[config.mk]
export PLATFORM = sky130hd
export DESIGN_NAME = velocity_pi_with_filtered_setpoint
export DESIGN_NICKNAME = d
export VERILOG_FILES = /design/src/hdl/vpi_pkg.sv /design/src/hdl/velocity_pi_with_filtered_setpoint.sv
export VERILOG_INCLUDE_DIRS = /design/src /design/src/hdl
export SDC_FILE = /design/constraint.sdc
export NUM_CORES = 2
export LEC_CHECK = 0
export ABC_AREA = 1
export BUFFER_PORTS_ARGS = -buffer_cell sky130_fd_sc_hd__buf_2
export CAP_MARGIN = 20
export CORE_UTILIZATION = 35
export DETAILED_ROUTE_END_ITERATION = 8
export HOLD_SLACK_MARGIN = 0.06
export PLACE_DENSITY_LB_ADDON = 0.2
export SKIP_LAST_GASP = 1
export SYNTH_ARGS = -nofsm -noshare
export SYNTH_HDL_FRONTEND = slang
export SYNTH_SLANG_ARGS = --single-unit
[constraint.sdc]
create_clock -name clk -period 10.57 [get_ports clk]
set_input_delay 3.171 -clock clk [delete_from_list [all_inputs] [get_ports clk]]
set_output_delay 3.171 -clock clk [all_outputs]
set_load 0.01 [all_outputs]
[src/hdl/velocity_pi_with_filtered_setpoint_macros.svh]
// Assertion macros for the RTL of the velocity regulator.
`ifndef VELOCITY_PI_WITH_FILTERED_SETPOINT_MACROS_SVH
`define VELOCITY_PI_WITH_FILTERED_SETPOINT_MACROS_SVH

`ifndef SYNTHESIS
// Same-cycle implication, checked on every rising edge outside reset.
`define VPI_ASSERT_IMP(lbl, ante, cons, msg) \
  lbl: assert property (@(posedge clk) disable iff (rst) (ante) |-> (cons)) \
    else $error(msg);
// Next-cycle implication, checked on every rising edge outside reset.
`define VPI_ASSERT_NXT(lbl, ante, cons, msg) \
  lbl: assert property (@(posedge clk) disable iff (rst) (ante) |=> (cons)) \
    else $error(msg);
`else
`define VPI_ASSERT_IMP(lbl, ante, cons, msg)
`define VPI_ASSERT_NXT(lbl, ante, cons, msg)
`endif

`endif

[src/hdl/vpi_pkg.sv]
package vpi_pkg;

  // Fixed field widths.
  localparam int DATA_W    = 32;
  localparam int ERR_W     = 33;
  localparam int GAIN_W    = 27;
  localparam int COEFF_W   = 17;
  localparam int COEFF_BITS = 16;
  localparam int CFG_IDX_W = 3;

  // Shared multiplier and accumulator widths.
  localparam int MUL_A_W = 34;
  localparam int MUL_B_W = 28;
  localparam int PROD_W  = MUL_A_W + MUL_B_W;
  localparam int ACC_W   = 64;

  // Default number of fractional bits.
  localparam int FRAC_BITS_DEF = 16;

  // Request codes.
  localparam logic [1:0] REQ_TICK  = 2'd0;
  localparam logic [1:0] REQ_SET   = 2'd1;
  localparam logic [1:0] REQ_START = 2'd2;
  localparam logic [1:0] REQ_STOP  = 2'd3;

  // Configuration register indexes.
  localparam logic [CFG_IDX_W-1:0] REG_DAMPING  = 3'd0;
  localparam logic [CFG_IDX_W-1:0] REG_INT_GAIN = 3'd1;
  localparam logic [CFG_IDX_W-1:0] REG_INT_MAX  = 3'd2;
  localparam logic [CFG_IDX_W-1:0] REG_INT_MIN  = 3'd3;
  localparam logic [CFG_IDX_W-1:0] REG_COEFF    = 3'd4;

  // Coefficient value that means "take the new target as is".
  localparam logic [COEFF_W-1:0] COEFF_ONE = 17'h10000;

  // Sequencer states, one-hot.
  typedef enum logic [9:0] {
    ST_IDLE   = 10'b00_0000_0001,
    ST_MUL_TV = 10'b00_0000_0010,
    ST_MUL_FT = 10'b00_0000_0100,
    ST_MUL_DG = 10'b00_0000_1000,
    ST_MUL_FD = 10'b00_0001_0000,
    ST_ERR    = 10'b00_0010_0000,
    ST_INTEG  = 10'b00_0100_0000,
    ST_MUL_E  = 10'b00_1000_0000,
    ST_MUL_I  = 10'b01_0000_0000,
    ST_OUT    = 10'b10_0000_0000
  } state_t;

  // Whole-number gain in fixed point, saturated to the gain register.
  function automatic logic [GAIN_W-1:0] gain_default(input int unsigned whole,
                                                     input int unsigned frac);
    logic [63:0] v;
    v = 64'(whole) << frac;
    if (v > 64'((1 << GAIN_W) - 1)) begin
      gain_default = {GAIN_W{1'b1}};
    end else begin
      gain_default = v[GAIN_W-1:0];
    end
  endfunction

endpackage

[src/hdl/velocity_pi_with_filtered_setpoint.sv]
// A tick steps through the multiply, error, integrator and output states of the
// sequencer, using the single shared multiplier that forms six products per tick;
// a new request is taken only once the previous tick has left the output state.
// Reset (synchronous, active high) loads the default gains and clamp bounds and
// clears target, filtered target, integrator and the finished flag.
`include "velocity_pi_with_filtered_setpoint_macros.svh"

module velocity_pi_with_filtered_setpoint #(
  parameter int FRAC_BITS = vpi_pkg::FRAC_BITS_DEF
) (
  input  logic                                  clk,
  input  logic                                  rst,
  // Configuration write channel.
  input  logic                                  cfg_valid,
  output logic                                  cfg_ready,
  input  logic [vpi_pkg::CFG_IDX_W-1:0]         cfg_index,
  input  logic [vpi_pkg::DATA_W-1:0]            cfg_data,
  // Request channel.
  input  logic                                  in_valid,
  output logic                                  in_ready,
  input  logic [1:0]                            req_type,
  input  logic signed [vpi_pkg::DATA_W-1:0]     value,
  // Result channel.
  output logic                                  out_valid,
  input  logic                                  out_ready,
  output logic signed [vpi_pkg::DATA_W-1:0]     torque,
  output logic                                  halted
);

  localparam int DW = vpi_pkg::DATA_W;
  localparam int GW = vpi_pkg::GAIN_W;
  localparam int CW = vpi_pkg::COEFF_W;
  localparam int AW = vpi_pkg::MUL_A_W;
  localparam int BW = vpi_pkg::MUL_B_W;
  localparam int PW = vpi_pkg::PROD_W;
  localparam int XW = vpi_pkg::ACC_W;
  localparam int EW = vpi_pkg::ERR_W;
  localparam int CB = vpi_pkg::COEFF_BITS;

  localparam logic [GW-1:0] DAMP_RST = vpi_pkg::gain_default(50, FRAC_BITS);
  localparam logic [GW-1:0] KI_RST   = vpi_pkg::gain_default(5, FRAC_BITS);
  localparam logic signed [DW-1:0] HALF_RST = DW'(64'd1 << (FRAC_BITS - 1));
  localparam logic signed [XW-1:0] ROUND_C  = XW'(64'd1 << (CB - 1));
  localparam logic signed [XW-1:0] ROUND_F  = XW'(64'd1 << (FRAC_BITS - 1));

  // Configuration registers.
  logic [GW-1:0]         damp_gain;
  logic [GW-1:0]         int_gain;
  logic signed [DW-1:0]  int_max;
  logic signed [DW-1:0]  int_min;
  logic [CW-1:0]         coeff;

  // Controller state.
  logic signed [DW-1:0]  target;
  logic signed [DW-1:0]  ft;
  logic [GW-1:0]         fd;
  logic signed [DW-1:0]  integ;
  logic                  finished;

  // Per-tick working registers.
  vpi_pkg::state_t       state;
  vpi_pkg::state_t       state_next;
  logic signed [DW-1:0]  meas;
  logic signed [EW-1:0]  err;
  logic signed [XW-1:0]  acc;

  // Shared multiply-accumulate unit.
  logic [CW-1:0]         c_eff;
  logic [CW-1:0]         c_rest;
  logic signed [AW-1:0]  mul_a;
  logic signed [BW-1:0]  mul_b;
  logic signed [PW-1:0]  prod;
  logic signed [XW-1:0]  mac_base;
  logic signed [XW-1:0]  mac;

  // Integrator update and output saturation.
  logic signed [DW+1:0]  integ_sum;
  logic signed [DW-1:0]  integ_clamped;
  logic signed [XW-1:0]  tq_shift;
  logic signed [DW-1:0]  tq_sat;

  logic in_xfer;
  logic out_load;

  assign cfg_ready = 1'b1;
  assign in_ready  = (state == vpi_pkg::ST_IDLE);
  assign in_xfer   = in_valid && in_ready;
  assign out_load  = (state == vpi_pkg::ST_OUT) && (!out_valid || out_ready);

  // Coefficients above one act as one.
  assign c_eff  = (coeff > vpi_pkg::COEFF_ONE) ? vpi_pkg::COEFF_ONE : coeff;
  assign c_rest = vpi_pkg::COEFF_ONE - c_eff;

  // Operand selection for the shared multiplier.
  always_comb begin
    mul_a    = '0;
    mul_b    = '0;
    mac_base = acc;
    unique case (state)
      vpi_pkg::ST_MUL_TV: begin
        mul_a    = AW'(target);
        mul_b    = BW'(c_eff);
        mac_base = ROUND_C;
      end
      vpi_pkg::ST_MUL_FT: begin
        mul_a = AW'(ft);
        mul_b = BW'(c_rest);
      end
      vpi_pkg::ST_MUL_DG: begin
        mul_a    = AW'(damp_gain);
        mul_b    = BW'(c_eff);
        mac_base = ROUND_C;
      end
      vpi_pkg::ST_MUL_FD: begin
        mul_a = AW'(fd);
        mul_b = BW'(c_rest);
      end
      vpi_pkg::ST_MUL_E: begin
        mul_a    = AW'(err);
        mul_b    = BW'(fd);
        mac_base = ROUND_F;
      end
      vpi_pkg::ST_MUL_I: begin
        mul_a = AW'(integ);
        mul_b = BW'(int_gain);
      end
      default: begin
        mul_a = '0;
      end
    endcase
  end

  assign prod = mul_a * mul_b;
  assign mac  = mac_base + XW'(prod);

  // Integrator: add the error, apply the lower bound, then the upper bound.
  always_comb begin
    integ_sum = (DW+2)'(integ) + (DW+2)'(err);
    if (integ_sum < (DW+2)'(int_min)) begin
      integ_sum = (DW+2)'(int_min);
    end
    if (integ_sum > (DW+2)'(int_max)) begin
      integ_sum = (DW+2)'(int_max);
    end
    integ_clamped = integ_sum[DW-1:0];
  end

  // Torque: rounded shift, then saturation to 32 bits.
  always_comb begin
    tq_shift = acc >>> FRAC_BITS;
    if ((&tq_shift[XW-1:DW-1]) || !(|tq_shift[XW-1:DW-1])) begin
      tq_sat = tq_shift[DW-1:0];
    end else if (tq_shift[XW-1]) begin
      tq_sat = {1'b1, {(DW-1){1'b0}}};
    end else begin
      tq_sat = {1'b0, {(DW-1){1'b1}}};
    end
  end

  // Sequencer next state.
  always_comb begin
    state_next = state;
    unique case (state)
      vpi_pkg::ST_IDLE: begin
        if (in_xfer && (req_type == vpi_pkg::REQ_TICK)) begin
          state_next = vpi_pkg::ST_MUL_TV;
        end
      end
      vpi_pkg::ST_MUL_TV: state_next = vpi_pkg::ST_MUL_FT;
      vpi_pkg::ST_MUL_FT: state_next = vpi_pkg::ST_MUL_DG;
      vpi_pkg::ST_MUL_DG: state_next = vpi_pkg::ST_MUL_FD;
      vpi_pkg::ST_MUL_FD: state_next = vpi_pkg::ST_ERR;
      vpi_pkg::ST_ERR:    state_next = vpi_pkg::ST_INTEG;
      vpi_pkg::ST_INTEG:  state_next = vpi_pkg::ST_MUL_E;
      vpi_pkg::ST_MUL_E:  state_next = vpi_pkg::ST_MUL_I;
      vpi_pkg::ST_MUL_I:  state_next = vpi_pkg::ST_OUT;
      vpi_pkg::ST_OUT: begin
        if (out_load) begin
          state_next = vpi_pkg::ST_IDLE;
        end
      end
      default: state_next = vpi_pkg::ST_IDLE;
    endcase
  end

  always_ff @(posedge clk) begin
    if (rst) begin
      state <= vpi_pkg::ST_IDLE;
    end else begin
      state <= state_next;
    end
  end

  // Configuration register writes.
  always_ff @(posedge clk) begin
    if (rst) begin
      damp_gain <= DAMP_RST;
      int_gain  <= KI_RST;
      int_max   <= HALF_RST;
      int_min   <= -HALF_RST;
      coeff     <= vpi_pkg::COEFF_ONE;
    end else if (cfg_valid && cfg_ready) begin
      unique case (cfg_index)
        vpi_pkg::REG_DAMPING:  damp_gain <= cfg_data[GW-1:0];
        vpi_pkg::REG_INT_GAIN: int_gain  <= cfg_data[GW-1:0];
        vpi_pkg::REG_INT_MAX:  int_max   <= cfg_data;
        vpi_pkg::REG_INT_MIN:  int_min   <= cfg_data;
        vpi_pkg::REG_COEFF:    coeff     <= cfg_data[CW-1:0];
        default: ;
      endcase
    end
  end

  // Controller state: request handling and tick updates.
  always_ff @(posedge clk) begin
    if (rst) begin
      target   <= '0;
      ft       <= '0;
      fd       <= DAMP_RST;
      integ    <= '0;
      finished <= 1'b0;
    end else begin
      if (in_xfer) begin
        unique case (req_type)
          vpi_pkg::REQ_SET: target <= value;
          vpi_pkg::REQ_START: begin
            target   <= '0;
            ft       <= '0;
            finished <= 1'b0;
          end
          vpi_pkg::REQ_STOP: finished <= 1'b1;
          default: ;
        endcase
      end
      if (state == vpi_pkg::ST_MUL_DG) begin
        ft <= acc[CB +: DW];
      end
      if (state == vpi_pkg::ST_ERR) begin
        fd <= acc[CB +: GW];
      end
      if (state == vpi_pkg::ST_INTEG) begin
        integ <= integ_clamped;
      end
    end
  end

  // Working registers of the tick datapath.
  always_ff @(posedge clk) begin
    if (in_xfer) begin
      meas <= value;
    end
    if (state == vpi_pkg::ST_ERR) begin
      err <= EW'(ft) - EW'(meas);
    end
    acc <= mac;
  end

  // Output register: holds the result until it is transferred.
  always_ff @(posedge clk) begin
    if (rst) begin
      out_valid <= 1'b0;
    end else if (out_load) begin
      out_valid <= 1'b1;
    end else if (out_ready) begin
      out_valid <= 1'b0;
    end
  end

  always_ff @(posedge clk) begin
    if (out_load) begin
      torque <= tq_sat;
      halted <= finished;
    end
  end

  // A new result appears only from the output step of the sequencer.
  `VPI_ASSERT_IMP(a_out_src, $rose(out_valid), $past(state) == vpi_pkg::ST_OUT, "result without output step")
  // An accepted tick starts the multiply sequence.
  `VPI_ASSERT_NXT(a_tick_start, in_xfer && (req_type == vpi_pkg::REQ_TICK), state == vpi_pkg::ST_MUL_TV, "tick did not start sequence")
  // The updated integrator never exceeds the upper bound.
  `VPI_ASSERT_NXT(a_integ_max, state == vpi_pkg::ST_INTEG, integ <= $past(int_max), "integrator above upper bound")
  // With ordered bounds the integrator never drops below the lower bound.
  `VPI_ASSERT_NXT(a_integ_min, (state == vpi_pkg::ST_INTEG) && (int_min <= int_max), integ >= $past(int_min), "integrator below lower bound")

endmodule

==> results.toml <==
[setup_path]
cp_common_cell = "fa_1"
cp_max_fo = 36
worstReg2RegEnd = "acc[38]"
cp_slowest_cell = "inv_2"
critPathMaxStageDelay_ps = 560
worstPathArrival_ps = 10580
worstPathRequired_ps = 11110
r2r_setup_slack_ps = 530
endpoint_kind = "flop"
start_kind = "flop"
critPathKind = "reg2reg"
rr_worst_depth = 33
rr_startpoint = "state[7]"

[global_route]
grt_pass1_wl_um = 340500
grt-ovfl-total = 0
grt_max_degree = 89
grt_usage = 0.2776
grt_pass1_vias = 49450
grt_antenna_before_repair = 9

[logic_synthesis]
ys.flop_type = "dfxtp_1"
synth_top_area_share = 0.3434
ys_ff_latch = 432
async_reset_ff_frac = 0
yosys_warnings = 0
synth_cell_types = 59
synthTopCellsByArea = "fa_1 (34%), dfxtp_1 (12%), inv_1 (11%)"
synth_edf_count = 98
yosys.area.top_type = "fa_1"
syn-cell-area_um2 = 57900
postSynthCellCount = 7344
synth_nets = 8731
avgSynthCellArea_um2 = 7.883
ys_seq_area_frac = 0.1663

[detailed_routing]
wire_per_inst_um = 24.18
drt_pass1_iterations = 6
via_per_inst = 5.185
route.detailed.drc = 0
vias = 49710
antenna_left = 0
drtIter0Drc = 5013
routed_wl_um = 231800

[cts]
root_buffer = "clkbuf_16"
cts_buffers = 49
cts_tree = "done"
cts_hold_buf = 0
h-tree-depth = 2
clockBufferDepth = 3
path_clk_slew_ps = 70
clock_latency_ps = 650
cts_sinks = 432

[finish]
final-instance-count-excl-fill = 9586
nNetsFinal = 8758
final_area_um2 = 62710
drive_gt1_frac = 0.05897
area_growth_pct = 8.320
antenna_cells = 0

[hold_path]
min_to = "target[29]"
hp-start = "target[29]"
min_path_cells = 2
hold_path.class = "reg2reg"

[timing]
rsz0062_at_grt = "no"
tightest_slew_ps = 1071
setup_viol = 0
min_period_over_period = 0.9501
skew_ps = 56.85
max_freq_mhz = 99.58
maxSlewViolCount = 0
min_period_ps = 10040
finalSetupTns_ps = 0
finalHoldWorstSlack_ps = 462.9
slew_headroom = 0.2808
finalHoldViolCount = 0

[floorplan]
die-height_um = 408.7
start_util = 0.3541
rows = 148
pin_count = 110
core_um2 = 163500
die_x_um = 408.7
die_area_um2 = 167000

[placement]
dp_hpwl_um = 190400
io_buffers = 108
dpl.cell_count = 9491
place.gp.congestion = 0.9858
dpl_cell_area_um2 = 61000

[status]
outcome = "finished clean"

[power_and_ir_drop]
max-vdd-ir-drop_uv = 107.9
power_density_nw_per_um2 = 72.82
p_leak_uw = 0.02971

[job]
maxCapViolCount = 0
==> kinds of logic (layout without fill, tap and decap cells) <==
logic type                 count (synthesis)  in the layout  synth area share
and+or+nand+nor                         2431           2431            0.1689
buffers and inverters                   2075           2142            0.1401
adders and majority gates               1313           1313            0.4125
AOI/OAI and AO/OA                        981            981           0.09531
DFF                                      432            432            0.1663
xor gates and xnor gates                 111            111           0.01679
other                                      1              1        0.00006477
==> what timing repair did <==
| item | 4_1_cts | 5_1_grt |
|---|---|---|
| setup buffers | 0 | 3 |
| gates resized for setup | 0 | 2 |
| hold endpoints to repair | 0 | 0 |
| endpoints found under the setup margin | 0 | 3 |
==> metrics by stage <==
step	power, µW	setup slack (ps)	utilization
global route	4728	103.2	0.3835
global placement	2758	222.4	0.3728
finish	4567	527.4	0.3835
floorplan	2408	2573	-
detailed placement	2761	381.1	0.3731
CTS	4577	342.9	0.3832
==> per-layer routing <==
metal  vias up  global-route usage  wire [µm]
li1      22120                   -          -
met1     25240              0.4144     106300
met5         -                   0          8
met4         2             0.08014       7858
met2      2050              0.4093      98450
met3       297             0.04537      19150
==> state kept, by name, indices dropped and copies added, names as in the netlist <==
register / cells
damp_gain: 27
finished: 1
acc: 64
int_gain: 27
target: 32
err: 33
integ: 32
int_max: 32
coeff: 17
int_min: 32
meas: 32
out_valid: 1
state: 10
halted: 1
ft: 32
torque: 32
fd: 27
==> cells in the final DEF (no fill, tap or decap), types with 19 or more instances in the layout <==
cell type  count
nor3_1        33
a221oi_1      33
inv_1       1752
xor2_1        83
a211oi_1      34
o21ai_0      309
fa_1         993
nand3_1      136
buf_2        107
a21oi_1      434
o21bai_1      27
dfxtp_1      334
inv_2         43
clkbuf_16     49
edfxtp_1      98
a31oi_1       19
xnor2_1       28
nand4_1       65
nand2_2       20
buf_4        137
nor2_1       784
ha_1         320
nand2_1     1328
==> worst max-delay path by stage <==
| stage | start | end | slack [ps] | cells past startpoint |
|---|---|---|---|---|
| 6_report | state[7] | acc[38] | 530 | 33 |
| 5_1_grt | state[4] | acc[54] | 100 | 31 |
| 4_1_cts | state[3] | acc[59] | 340 | 32 |
| 3_5_place_dp | state[3] | acc[59] | 380 | 32 |
| 3_3_place_gp | state[0] | acc[59] | 220 | 32 |
| 2_1_floorplan | coeff[1] | acc[62] | 2570 | 32 |
==> where the power goes <==
part           switching [µW]  leakage (µW)  internal, µW
registers                58.5       0.00361          1820
logic                     631        0.0253           236
clock network             811      0.000805          1010
total                    1500        0.0297          3070
==> final cells by class <==
cell class              count  area, µm²
well taps                2175       2721
repair buffers            249       1679
fillers                 17110     100800
multi-input cells        4837      40250
flip-flops and latches    432       9629
clock buffers              69       1411
inverters                1802       6773
clock inverters            22      244.0
==> critical path, delay by kind of cell (launching register included) <==
kind                     cells  cell delay (ps)
AO/OA/AOI/OAI                5             1830
XOR/XNOR                     1              160
adder cells (fa/ha/maj)      9             4050
buffers and inverters        9             1770
flip-flops                   1              400
AND/OR/NAND/NOR              9             1610
==> synthesized netlist by cell type (3+ instances only) <==
cell type / instances
inv_1: 1758
nand2_1: 1328
fa_1: 993
nor2_1: 789
a21oi_1: 435
dfxtp_1: 334
ha_1: 320
o21ai_0: 309
nand3_1: 138
buf_2: 118
clkbuf_1: 118
edfxtp_1: 98
xor2_1: 83
nand4_1: 65
inv_2: 40
a211oi_1: 34
a221oi_1: 34
nor3_1: 33
xnor2_1: 28
o21bai_1: 27
buf_4: 20
nand2_2: 20
a31oi_1: 19
o22ai_1: 19
a21o_1: 18
o21ai_1: 18
a22o_1: 14
nor4_1: 14
o21a_1: 14
buf_6: 13
nor2_2: 12
o211ai_1: 11
a21boi_0: 10
o221ai_1: 9
nand3b_1: 6
and2_1: 4
buf_1: 4
nand2_4: 4
o2111ai_1: 4
and3_1: 3
clkinv_1: 3
or2_2: 3
No activity file was read; power rests on OpenSTA's default activity.
